[src/rtl/efra_pkg.sv]
// Package: microcode word, datapath op and branch codes, step table of the room assigner.
package efra_pkg;

	localparam int START_W = 20;
	localparam int TIME_W  = 48;
	localparam int ROOM_W  = 7;
	localparam int CFG_W   = 8;
	localparam int STEP_W  = 4;

	typedef logic [STEP_W-1:0] step_t;

	typedef enum logic [2:0] {
		OP_NOP,
		OP_LOAD,
		OP_SCAN,
		OP_PICK,
		OP_INC,
		OP_BSCAN,
		OP_CLEAR,
		OP_EMIT
	} op_t;

	typedef enum logic [2:0] {
		C_NEVER,
		C_ALWAYS,
		C_NO_IN,
		C_SCAN_MORE,
		C_NOT_LAST,
		C_OUT_BUSY
	} cond_t;

	typedef struct packed {
		op_t   op;
		cond_t cond;
		step_t target;
	} uword_t;

	typedef struct packed {
		logic in_valid;
		logic scan_more;
		logic last;
		logic out_busy;
	} stat_t;

	localparam step_t S_IDLE  = 4'd0;
	localparam step_t S_SCAN  = 4'd1;
	localparam step_t S_STAIL = 4'd2;
	localparam step_t S_PICK  = 4'd3;
	localparam step_t S_INC   = 4'd4;
	localparam step_t S_BSCAN = 4'd5;
	localparam step_t S_BTAIL = 4'd6;
	localparam step_t S_CLEAR = 4'd7;
	localparam step_t S_EMIT  = 4'd8;
	localparam step_t S_RET   = 4'd9;

	// Program ROM: jump to target when cond holds, else fall through.
	function automatic uword_t ucode(step_t s);
		uword_t w;
		case (s)
			S_IDLE:  w = '{op: OP_LOAD,  cond: C_NO_IN,     target: S_IDLE};
			S_SCAN:  w = '{op: OP_SCAN,  cond: C_SCAN_MORE, target: S_SCAN};
			S_STAIL: w = '{op: OP_NOP,   cond: C_NEVER,     target: S_IDLE};
			S_PICK:  w = '{op: OP_PICK,  cond: C_NEVER,     target: S_IDLE};
			S_INC:   w = '{op: OP_INC,   cond: C_NOT_LAST,  target: S_EMIT};
			S_BSCAN: w = '{op: OP_BSCAN, cond: C_SCAN_MORE, target: S_BSCAN};
			S_BTAIL: w = '{op: OP_NOP,   cond: C_NEVER,     target: S_IDLE};
			S_CLEAR: w = '{op: OP_CLEAR, cond: C_NEVER,     target: S_IDLE};
			S_EMIT:  w = '{op: OP_EMIT,  cond: C_OUT_BUSY,  target: S_EMIT};
			S_RET:   w = '{op: OP_NOP,   cond: C_ALWAYS,    target: S_IDLE};
			default: w = '{op: OP_NOP,   cond: C_ALWAYS,    target: S_IDLE};
		endcase
		return w;
	endfunction

endpackage

[src/rtl/efra_seq.sv]
// Microcode sequencer: step counter, program ROM lookup and conditional branch.
module efra_seq
	import efra_pkg::*;
(
	input  logic   clk,
	input  logic   arst_n,
	input  stat_t  stat,
	output uword_t uw
);

	step_t step_q;
	step_t step_d;
	logic  take;

	always_ff @(posedge clk or negedge arst_n) begin
		if (!arst_n) begin
			step_q <= S_IDLE;
		end else begin
			step_q <= step_d;
		end
	end

	always_comb begin
		uw = ucode(step_q);
		case (uw.cond)
			C_NEVER:     take = 1'b0;
			C_ALWAYS:    take = 1'b1;
			C_NO_IN:     take = !stat.in_valid;
			C_SCAN_MORE: take = stat.scan_more;
			C_NOT_LAST:  take = !stat.last;
			C_OUT_BUSY:  take = stat.out_busy;
			default:     take = 1'b1;
		endcase
		step_d = take ? uw.target : step_q + step_t'(1);
	end

endmodule

[src/rtl/efra_dp.sv]
// Datapath: room memories, scan compare units, finish-time and count update.
module efra_dp
	import efra_pkg::*;
#(
	parameter int ROOMS      = 16,
	parameter int COUNT_BITS = 16,
	parameter int IDX_W      = 4
) (
	input  logic               clk,
	input  logic               arst_n,
	input  uword_t             uw,
	input  logic               in_take,
	input  logic [START_W-1:0] start_time,
	input  logic [START_W-1:0] end_time,
	input  logic               last_meeting,
	input  logic [IDX_W-1:0]   last_idx,
	output logic               scan_more,
	output logic               last_flag,
	output logic [ROOM_W-1:0]  assigned_room,
	output logic               was_delayed,
	output logic [TIME_W-1:0]  finish_time,
	output logic [ROOM_W-1:0]  most_booked_room
);

	logic [TIME_W-1:0]     ft_mem [ROOMS];
	logic [COUNT_BITS-1:0] cnt_mem [ROOMS];
	logic [ROOMS-1:0]      ft_vld_q;
	logic [ROOMS-1:0]      cnt_vld_q;

	logic [START_W-1:0]    start_q;
	logic [START_W-1:0]    end_q;
	logic                  last_q;
	logic [IDX_W-1:0]      idx_q;
	logic [IDX_W-1:0]      rdidx_q;
	logic                  rd_ft_q;
	logic                  rd_cnt_q;
	logic [TIME_W-1:0]     ft_rd_q;
	logic                  ft_rv_q;
	logic [COUNT_BITS-1:0] cnt_rd_q;
	logic                  cnt_rv_q;
	logic                  found_q;
	logic [IDX_W-1:0]      pick_q;
	logic [IDX_W-1:0]      earl_q;
	logic [TIME_W-1:0]     earl_t_q;
	logic [IDX_W-1:0]      best_q;
	logic [COUNT_BITS-1:0] best_c_q;
	logic [TIME_W-1:0]     fin_q;
	logic                  dly_q;

	logic [TIME_W-1:0]     ft_d;
	logic [COUNT_BITS-1:0] cnt_d;
	logic [COUNT_BITS-1:0] cnt_n;
	logic [IDX_W-1:0]      pick_now;
	logic [IDX_W-1:0]      cnt_raddr;
	logic [START_W-1:0]    dur;
	logic [TIME_W:0]       sum;
	logic [TIME_W-1:0]     fin_now;

	always_comb begin
		ft_d      = ft_rv_q ? ft_rd_q : '0;
		cnt_d     = cnt_rv_q ? cnt_rd_q : '0;
		cnt_n     = (&cnt_d) ? cnt_d : cnt_d + COUNT_BITS'(1);
		pick_now  = found_q ? pick_q : earl_q;
		cnt_raddr = (uw.op == OP_PICK) ? pick_now : idx_q;
		dur       = (end_q > start_q) ? end_q - start_q : '0;
		sum       = {1'b0, earl_t_q} + (TIME_W+1)'(dur);
		if (found_q) begin
			fin_now = TIME_W'(end_q);
		end else if (sum[TIME_W]) begin
			fin_now = '1;
		end else begin
			fin_now = sum[TIME_W-1:0];
		end
	end

	// memory ports: registered reads, single write each
	always_ff @(posedge clk) begin
		ft_rd_q  <= ft_mem[idx_q];
		cnt_rd_q <= cnt_mem[cnt_raddr];
		if (uw.op == OP_PICK) begin
			ft_mem[pick_now] <= fin_now;
		end
		if (uw.op == OP_INC) begin
			cnt_mem[pick_q] <= cnt_n;
		end
	end

	always_ff @(posedge clk or negedge arst_n) begin
		if (!arst_n) begin
			ft_vld_q  <= '0;
			cnt_vld_q <= '0;
			rd_ft_q   <= 1'b0;
			rd_cnt_q  <= 1'b0;
			found_q   <= 1'b0;
		end else begin
			rd_ft_q  <= (uw.op == OP_SCAN);
			rd_cnt_q <= (uw.op == OP_BSCAN);
			if (uw.op == OP_LOAD && in_take) begin
				found_q <= 1'b0;
			end else if (rd_ft_q && !found_q && ft_d <= TIME_W'(start_q)) begin
				found_q <= 1'b1;
			end
			if (uw.op == OP_PICK) begin
				ft_vld_q[pick_now] <= 1'b1;
			end
			if (uw.op == OP_INC) begin
				cnt_vld_q[pick_q] <= 1'b1;
			end
			if (uw.op == OP_CLEAR) begin
				ft_vld_q  <= '0;
				cnt_vld_q <= '0;
			end
		end
	end

	always_ff @(posedge clk) begin
		ft_rv_q  <= ft_vld_q[idx_q];
		cnt_rv_q <= cnt_vld_q[cnt_raddr];
		rdidx_q  <= idx_q;
		if (uw.op == OP_LOAD && in_take) begin
			start_q <= start_time;
			end_q   <= end_time;
			last_q  <= last_meeting;
		end
		case (uw.op)
			OP_LOAD:  idx_q <= '0;
			OP_INC:   idx_q <= '0;
			OP_SCAN:  idx_q <= idx_q + IDX_W'(1);
			OP_BSCAN: idx_q <= idx_q + IDX_W'(1);
			default:  idx_q <= idx_q;
		endcase
		// first free room and earliest-free room, one entry per beat of read data
		if (rd_ft_q) begin
			if (!found_q && ft_d <= TIME_W'(start_q)) begin
				pick_q <= rdidx_q;
			end
			if (rdidx_q == '0 || ft_d < earl_t_q) begin
				earl_q   <= rdidx_q;
				earl_t_q <= ft_d;
			end
		end
		if (uw.op == OP_PICK) begin
			pick_q <= pick_now;
			fin_q  <= fin_now;
			dly_q  <= !found_q;
		end
		// most-booked room, strict greater keeps the lowest index
		if (rd_cnt_q && (rdidx_q == '0 || cnt_d > best_c_q)) begin
			best_q   <= rdidx_q;
			best_c_q <= cnt_d;
		end
	end

	assign scan_more        = (idx_q != last_idx);
	assign last_flag        = last_q;
	assign assigned_room    = ROOM_W'(pick_q);
	assign was_delayed      = dly_q;
	assign finish_time      = fin_q;
	assign most_booked_room = last_q ? ROOM_W'(best_q) : '0;

endmodule

[src/rtl/earliest_free_room_assigner.sv]
// Top level of the earliest-free room assigner: config, sequencer, datapath, output register.
// Per request: a scan of the n active rooms (n being the active room count, one room memory read
//   per cycle), then pick and count update; the last request of a batch also scans the booking
//   counts and clears the rooms. Throughput: one request in flight; the next input beat is taken
//   only after the previous result has entered the output register, which waits on a stalled sink.
// Reset (arst_n low, asynchronous): all rooms free at time zero with zero bookings,
//   rooms_in_use back to 16, no result pending. Batch end clears all rooms.
module earliest_free_room_assigner
	import efra_pkg::*;
#(
	parameter int ROOMS      = 16,
	parameter int COUNT_BITS = 16
) (
	input  logic             clk,
	input  logic             arst_n,
	// config: rooms_in_use
	input  logic             cfg_we,
	input  logic [CFG_W-1:0] cfg_wdata,
	// request stream
	input  logic             s_tvalid,
	output logic             s_tready,
	input  logic [39:0]      s_tdata,   // [19:0] start_time, [39:20] end_time
	input  logic             s_tlast,   // last_meeting
	// result stream
	output logic             m_tvalid,
	input  logic             m_tready,
	output logic [63:0]      m_tdata,   // [6:0] assigned_room, [7] was_delayed,
	                                    // [55:8] finish_time, [62:56] most_booked_room, [63] zero
	output logic             m_tlast    // batch_done
);

	localparam int IDX_W = (ROOMS > 1) ? $clog2(ROOMS) : 1;

	logic [CFG_W-1:0]  rooms_q;
	logic [IDX_W-1:0]  last_idx;
	uword_t            uw;
	stat_t             stat;
	logic              scan_more;
	logic              last_flag;
	logic [ROOM_W-1:0] assigned_room;
	logic              was_delayed;
	logic [TIME_W-1:0] finish_time;
	logic [ROOM_W-1:0] most_booked_room;
	logic              emit;
	logic              m_tvalid_q;
	logic [63:0]       m_tdata_q;
	logic              m_tlast_q;

	// rooms_in_use register, reset 16
	always_ff @(posedge clk or negedge arst_n) begin
		if (!arst_n) begin
			rooms_q <= CFG_W'(16);
		end else if (cfg_we) begin
			rooms_q <= cfg_wdata;
		end
	end

	// clamp to 1..ROOMS, kept as the index of the last active room
	always_comb begin
		if (rooms_q == '0) begin
			last_idx = '0;
		end else if (int'(rooms_q) > ROOMS) begin
			last_idx = IDX_W'(ROOMS - 1);
		end else begin
			last_idx = IDX_W'(rooms_q - CFG_W'(1));
		end
	end

	// output slot frees up in the same cycle the sink takes the beat
	assign stat.in_valid  = s_tvalid;
	assign stat.scan_more = scan_more;
	assign stat.last      = last_flag;
	assign stat.out_busy  = m_tvalid_q && !m_tready;

	assign s_tready = (uw.op == OP_LOAD);
	assign emit     = (uw.op == OP_EMIT) && !stat.out_busy;

	efra_seq u_seq (
		.clk    (clk),
		.arst_n (arst_n),
		.stat   (stat),
		.uw     (uw)
	);

	efra_dp #(
		.ROOMS      (ROOMS),
		.COUNT_BITS (COUNT_BITS),
		.IDX_W      (IDX_W)
	) u_dp (
		.clk              (clk),
		.arst_n           (arst_n),
		.uw               (uw),
		.in_take          (s_tvalid),
		.start_time       (s_tdata[19:0]),
		.end_time         (s_tdata[39:20]),
		.last_meeting     (s_tlast),
		.last_idx         (last_idx),
		.scan_more        (scan_more),
		.last_flag        (last_flag),
		.assigned_room    (assigned_room),
		.was_delayed      (was_delayed),
		.finish_time      (finish_time),
		.most_booked_room (most_booked_room)
	);

	// result beat register
	always_ff @(posedge clk or negedge arst_n) begin
		if (!arst_n) begin
			m_tvalid_q <= 1'b0;
		end else if (emit) begin
			m_tvalid_q <= 1'b1;
		end else if (m_tready) begin
			m_tvalid_q <= 1'b0;
		end
	end

	always_ff @(posedge clk) begin
		if (emit) begin
			m_tdata_q <= {1'b0, most_booked_room, finish_time, was_delayed, assigned_room};
			m_tlast_q <= last_flag;
		end
	end

	assign m_tvalid = m_tvalid_q;
	assign m_tdata  = m_tdata_q;
	assign m_tlast  = m_tlast_q;

endmodule

[config.mk]
export PLATFORM = sky130hd
export DESIGN_NAME = earliest_free_room_assigner
export DESIGN_NICKNAME = d
export VERILOG_FILES = /design/src/rtl/efra_pkg.sv /design/src/rtl/efra_seq.sv /design/src/rtl/efra_dp.sv /design/src/rtl/earliest_free_room_assigner.sv
export SDC_FILE = /design/constraint.sdc
export NUM_CORES = 2
export LEC_CHECK = 0
export CORE_ASPECT_RATIO = 2
export CORE_MARGIN = 3
export CORE_UTILIZATION = 57
export DETAILED_ROUTE_END_ITERATION = 10
export DONT_BUFFER_PORTS = 1
export PLACE_DENSITY_LB_ADDON = 0.1
export SLEW_MARGIN = 30
export SYNTH_ARGS = -nofsm -noshare
export SYNTH_HDL_FRONTEND = slang
export SYNTH_SLANG_ARGS = --single-unit
[constraint.sdc]
create_clock -name clk -period 6 [get_ports clk]
set_input_delay 1.2 -clock clk [delete_from_list [all_inputs] [get_ports clk]]
set_output_delay 1.2 -clock clk [all_outputs]
set_load 0.1 [all_outputs]
; Word-level counts from Yosys, hierarchy flattened
; Memories as Yosys holds them, arrays and structs flattened. A register that Yosys moved wholly into a read port is not among the register bits.
; Cells that the tools add are included.
[totals]
out_inout_bits = 67
input_bits = 54
wordCells = 126
ff_bits = 285
romBits = 144
ramBits = 1024
mem_count = 3
[memory_table]
columns = name, words, width, rd, rd_ports_with_merged_regs, write_ports, line_no
row1 = u_dp.ft_mem, 16, 48, 1, 1, 1, efra_dp.sv:25  ; logic [TIME_W-1:0] ft_mem [ROOMS];
row2 = u_dp.cnt_mem, 16, 16, 1, 1, 1, efra_dp.sv:26  ; logic [COUNT_BITS-1:0] cnt_mem [ROOMS];
row3 = (name not given), 16, 9, 1, 0, 0, efra_pkg.sv:59  ; case (s)
[classes]
n_reduce_logical = 31
muxes = 36
n_bitwise = 2
n_addsub = 6
eq_ne = 12
n_lt_le_gt_ge = 11
[op_table]
columns = op, count
row1 = two-way mux 48 bit, 3
row2 = two-way mux 16 bit, 6
row3 = adder 48 x 20 -> 49 bit, 1
row4 = less-or-equal comparator 48 x 20 -> 1 bit, 1
row5 = < comparator 48 bit, 1
row6 = two-way mux 4 bit, 8
row7 = OR 16 bit, 2
row8 = > comparator 20 bit, 1
row9 = "< comparator 4 x 5 -> 1 bit, second input constant", 4
row10 = two-way mux 20 bit, 1
row11 = subtractor 20 bit, 1
row12 = "== test 3 bit, second input constant", 6
row13 = "adder 16 x 1 -> 16 bit, second input constant", 1
row14 = > comparator 16 bit, 1
row15 = AND reduction 16 bit, 1
row16 = nonzero test 2 bit, 7
row17 = "== test 3 x 2 -> 1 bit, second input constant", 4
row18 = two-way mux 1 bit, 12
row19 = logical AND 1 bit, 9
row20 = "adder 4 x 1 -> 4 bit, second input constant", 2
row21 = binary-select mux 1 bit (select 4 bit), 2
row22 = demux 1 bit (select 4 bit), 2
row23 = "greater-or-equal comparator 4 x 1 -> 1 bit, second input constant", 2
row24 = "> comparator 8 x 5 -> 1 bit, second input constant", 1
row25 = other kinds (12), 19

; Longest topological paths before layout
[logic_depth]
word_depth = 8
mapped_depth = 22
ltp_nobuf = 21

; Cells and area by module
; Synthesis repeated with hierarchy kept, for this count alone.
[hier_totals]
cells_unflattened = 2954
area_unflattened_um2 = 55967.4
[modules_own_cells]
columns = mod, seq_area_each_um2, area_per_inst_um2, cells_per_inst, instances
row1 = efra_dp, 38131.6, 53100.9, 2790, 1
row2 = earliest_free_room_assigner, 2148.3, 2406.1, 113, 1
row3 = efra_seq, 100.1, 460.4, 51, 1

; Least setup slack after synthesis
; No wires, ideal clock.
[synth_path]
kind = register -> register
start = reg u_seq.step_q[0]
end = mem u_dp.ft_mem[10][0], enable pin
setup_slack_ns = 0.054
setup_time_ns = 0.455
path_stages_with_launch = 9
required_ns = 5.545
n_path_buf = 2
t_arrival_ns = 5.491
synth_period_minus_slack_ns = 5.946
path_cell_list = dfrtp_1 > inv_1 > ha_1 > or2_1 > a211oi_4 > buf_6 > clkbuf_1 > nand2_1 > nor2_1
[synth_between]
elab_chain_len = 4
[synth_rtl]
columns = element, line_no
row1 = "start, declared", efra_seq.sv:11  ; step_t step_q;
row2 = "start signal, assigned", efra_seq.sv:19  ; step_q <= step_d;
row3 = memory read (16 x 9 bit), n/a
row4 = == test 3 x 2 -> 1 bit, efra_dp.sv:80  ; if (uw.op == OP_PICK) begin
row5 = two-way mux 1 bit, efra_dp.sv:80
row6 = two-way mux 1 bit (not written as such), efra_dp.sv:81  ; ft_mem[pick_now] <= fin_now;
row7 = "end, declared", efra_dp.sv:25
; Every way passes these cells.

; Worst setup path in the final report
[layout_path]
start = reg u_dp.end_q[5]
end = mem u_dp.ft_mem[11][45], data pin
[layout_between]
elab_chain_len = 5
elab_cells_between_ends = 6
classes_between = add/sub (2) / order compare (1) / mux (3)
[layout_rtl]
columns = element, line_no
row1 = "start, declared", efra_dp.sv:31  ; logic [START_W-1:0] end_q;
row2 = "start signal, assigned", efra_dp.sv:122  ; end_q <= end_time;
row3 = subtractor 20 bit / > comparator 20 bit (equally long branches), efra_dp.sv:65  ; dur = (end_q > start_q) ? end_q - start_q : '0;
row4 = two-way mux 20 bit *, efra_dp.sv:65
row5 = adder 48 x 20 -> 49 bit *, efra_dp.sv:66  ; sum = {1'b0, earl_t_q} + (TIME_W+1)'(dur);
row6 = two-way mux 48 bit *, efra_dp.sv:69  ; end else if (sum[TIME_W]) begin
row7 = two-way mux 48 bit *, efra_dp.sv:67  ; if (found_q) begin
row8 = net u_dp.fin_now[45], efra_dp.sv:57  ; logic [TIME_W-1:0] fin_now;
; The timed path passes the listed nets; every way through them passes the cells marked *.

==> results.py <==
metrics = {
    "clock_network": {
        "h-tree-depth": 3,
        "postCtsSetupRepairBufs": 0,
        "clk_latency_ps": 730,
        "cts_tree": "built",
        "cts.sink_count": 1370,
        "path_clk_slew_ps": 70,
        "cts_root_buf": "clkbuf_16",
        "cts_buffer_depth": 3,
        "cts_buffers": 113,
    },
    "min_path": {
        "min_path_type": "in2async",
    },
    "timing": {
        "hold_viol_final": 0,
        "tns_ps": 0,
        "setup_viol": 0,
        "report.final.slew_viol_count": 0,
        "max_freq_mhz": 177.4,
        "worst_pin_slew_ps": 1077,
        "relSlewSlack_pct": 28.06,
        "rsz0062_at_grt": "false",
        "period_minus_slack_ps": 5638,
        "min_period_over_period_pct": 93.97,
        "fin_worst_skew_ps": 25.12,
    },
    "synthesis": {
        "ys.flop_type": "edfxtp_1",
        "async_reset_ff_share_pct": 3.504,
        "synth_area_leaders": "edfxtp_1 67%, mux4_2 9.9%, ha_1 2.9%",
        "synthCells": 3091,
        "yosysSeqAreaShare_pct": 72.16,
        "avgSynthCellArea_um2": 18.02,
        "synthesis.area_um2": 55710,
        "yosysTopAreaCell": "edfxtp_1",
        "synth_top_area_share_pct": 67.48,
        "yosys.cell_types.count": 92,
        "ys_seq_elements": 1370,
        "ys_warn_count": 0,
        "synth_edf_count": 1252,
    },
    "setup_path": {
        "end_kind": "flip-flop",
        "critPathArrivalTime_ps": 6200,
        "critPathLaunchType": "flip-flop",
        "cp_top_family": "compound AO/OA/AOI/OAI gates",
        "crit_chain": "ha_1 -> a211o_1 -> a21oi_1 -> a211oi_1 -> or3b_1 -> a31oi_2 -> buf_4 -> nor2_1 -> ha_1 -> a2111oi_2 -> o21ai_1 -> a41o_1 -> a311oi_4 -> buf_4 -> buf_4 -> nor3_1 -> and4_1 -> a211oi_2 -> buf_4",
        "worstPathMaxFanout": 17,
        "slowest_delay_ps": 480,
        "cp_data_required_time_ps": 6560,
        "worst-path-buf-inv": 4,
        "crit_path_frequent_cell": "buf_4",
        "crit_type": "reg2reg",
        "slowest_stage": "or3b_1",
    },
    "power": {
        "p_switching_mw": 12.35,
        "ir_drop_mv": 0.5362,
        "p_leak_nw": 21.13,
        "intPower_mw": 22.41,
        "power.share.clock_pct": 21.9,
        "powerDensity_nw_per_um2": 559.6,
        "p_comb_share_pct": 35.6,
        "switching_share_pct": 35.52,
        "pwr-share-seq_pct": 42.5,
    },
    "layout": {
        "drive_gt1_share_pct": 19.96,
        "fin_area_um2": 62110,
        "nFillCells": 6637,
        "syn_to_final_growth_pct": 11.48,
        "finalNetCount": 3399,
    },
    "drt": {
        "drc_errors": 0,
        "drt_wl_total_um": 148600,
        "drt_pre_antenna_iters": 8,
        "postRouteAntennaNets": 0,
        "vias": 29490,
        "wl_per_cell_um": 32.61,
        "detail_route.vias_per_cell": 6.472,
        "drt_iter0_markers": 2428,
    },
    "floorplanning": {
        "die-area_um2": 101800,
        "rows": 161,
        "initial_core_util_pct": 57.62,
        "ios": 121,
        "die_h_um": 448.1,
        "core_um2": 96690,
        "die_w_um": 227.1,
    },
    "job": {
        "cap_violations": 0,
    },
    "grt": {
        "grtUsageTotal_pct": 29.96,
        "grt_pass1_vias": 30920,
        "grt_max_degree": 137,
        "overflow": 0,
        "antenna_found_initial": 37,
        "grt_pass1_wl_um": 213500,
    },
    "placed_design": {
        "dpl.hpwl_um": 97340,
        "gp_congestion": 0.9901,
        "place_area_um2": 58100,
        "port_buffers": 0,
    },
    "status": {
        "status": "finished clean",
    },
}
[cell usage after synthesis, drive strengths merged (36+ instances only)]
library cell,n
o21ai,44
mux2i,142
o21a,46
nand2,78
and2,68
dfrtp,47
edfxtp,1252
clkbuf,63
inv,114
ha,130
a21oi,92
o22ai,71
nor3,43
a31oi,36
mux4,245
dfxtp,70
buf,65
nor2,122
[state kept, by name (all words and copies together), names as in the netlist, 4 cells and up]
name,cells
m_tdata,57
rooms_q,8
u_dp.best_c_q,16
u_dp.best_q,4
u_dp.cnt_mem,256
u_dp.cnt_rd_q,16
u_dp.cnt_vld_q,16
u_dp.earl_q,4
u_dp.earl_t_q,48
u_dp.end_q,20
u_dp.finish_time,48
u_dp.ft_mem,768
u_dp.ft_rd_q,48
u_dp.ft_vld_q,16
u_dp.idx_q,4
u_dp.pick_q,4
u_dp.rdidx_q,4
u_dp.start_q,20
u_seq.step_q,4
[cell type report]
| cell class | instances | area [µm²] | share of cell area (%) |
|---|---|---|---|
| diodes | 23 | 57.56 | 0.09267 |
| clock buffers | 149 | 3127 | 5.034 |
| clock inverters | 65 | 683.2 | 1.100 |
| inverters | 114 | 430.4 | 0.6930 |
| multi-input cells | 1485 | 14930 | 24.04 |
| flip-flops and latches | 1370 | 40200 | 64.73 |
| well taps | 1222 | 1529 | 2.462 |
| repair buffers | 129 | 1151 | 1.853 |
[power groups by stage]
stage / registers (mW) / clock network (mW) / logic [mW]
floorplan: 14.5 / 0 / 8.13
detailed placement: 15.0 / 0 / 12.3
global placement: 14.9 / 0 / 12.0
finish: 14.8 / 7.60 / 12.4
global route: 14.9 / 8.09 / 13.3
CTS: 14.8 / 7.72 / 12.4
[worst register-to-register path, stage by stage (launching register included)]
cell       delay (ps)
edfxtp_1          410
ha_1              390
a211o_1           320
a21oi_1           270
a211oi_1          160
or3b_1            480
a31oi_2           300
buf_4             250
nor2_1             80
ha_1              330
a2111oi_2         310
o21ai_1           170
a41o_1            340
a311oi_4          480
buf_4             230
buf_4             110
nor3_1             50
and4_1            240
a211oi_2          300
buf_4             260
[cells by family after synthesis]
logic type / synth area share (%)
buf+inv: 1.824
xor+xnor: 0.8332
simple gates: 4.784
compound gates: 4.772
fa+ha+maj: 3.027
other cells: 0.006731
flops: 72.16
mux: 12.60
[final timing paths]
check                      slack, ps                start  cells past startpoint                   to
max                              360        u_dp.end_q[5]                     19  u_dp.ft_mem[11][45]
min                              170               arst_n                      0      u_seq.step_q[3]
max reg2reg                      360        u_dp.end_q[5]                     19  u_dp.ft_mem[11][45]
min reg2reg                      420  u_dp.finish_time[9]                      0          m_tdata[17]
max in group asynchronous       5640               arst_n                      0           rooms_q[4]
min in group clk                 420  u_dp.finish_time[9]                      0          m_tdata[17]
[layout by cell type, fill, tap and decap left out, types with 29 or more instances in the layout]
cell type,n
edfxtp_1,1252
ha_1,130
a21oi_1,85
nor3_1,34
mux2i_1,142
mux4_2,245
dfxtp_1,70
buf_4,114
and2_1,67
o22ai_1,71
dfrtp_1,46
o21ai_0,37
nand2_1,72
clkbuf_16,116
o21a_1,45
xnor2_1,29
inv_1,112
nor2_1,103
[routing by layer]
layer | wire length [µm] | up-vias | track usage, %
met2 | 79780 | 1107 | 52.99
met3 | 7894 | 436 | 5.137
met1 | 48880 | 15320 | 32.28
met5 | 79 | - | 0
met4 | 11970 | 12 | 21.36
li1 | - | 12620 | -
[per-stage QoR]
| step | util, % | setup slack, ps | std cells | power (mW) | hold slack, ps |
|---|---|---|---|---|---|
| after floorplan | - | 53.69 | 3097 | 22.59 | 371.1 |
| after global placement | 60.01 | 310.9 | 4312 | 26.94 | 402.1 |
| final | 64.23 | 361.6 | 4557 | 34.75 | 173.0 |
| after global routing | 64.20 | 41.37 | 4543 | 36.21 | 143.0 |
| after detailed placement | 60.09 | 56.09 | 4317 | 27.31 | 404.5 |
| after CTS | 64.03 | 58.80 | 4531 | 34.89 | 129.3 |
[repair_timing]
action / CTS / global route
hold buffers: 0 / 0
hold endpoints to repair: 0 / 0
endpoints found under the setup margin: 0 / 68
gates resized for setup: 0 / 1
Note: power is estimated with default switching activity, not from simulation.
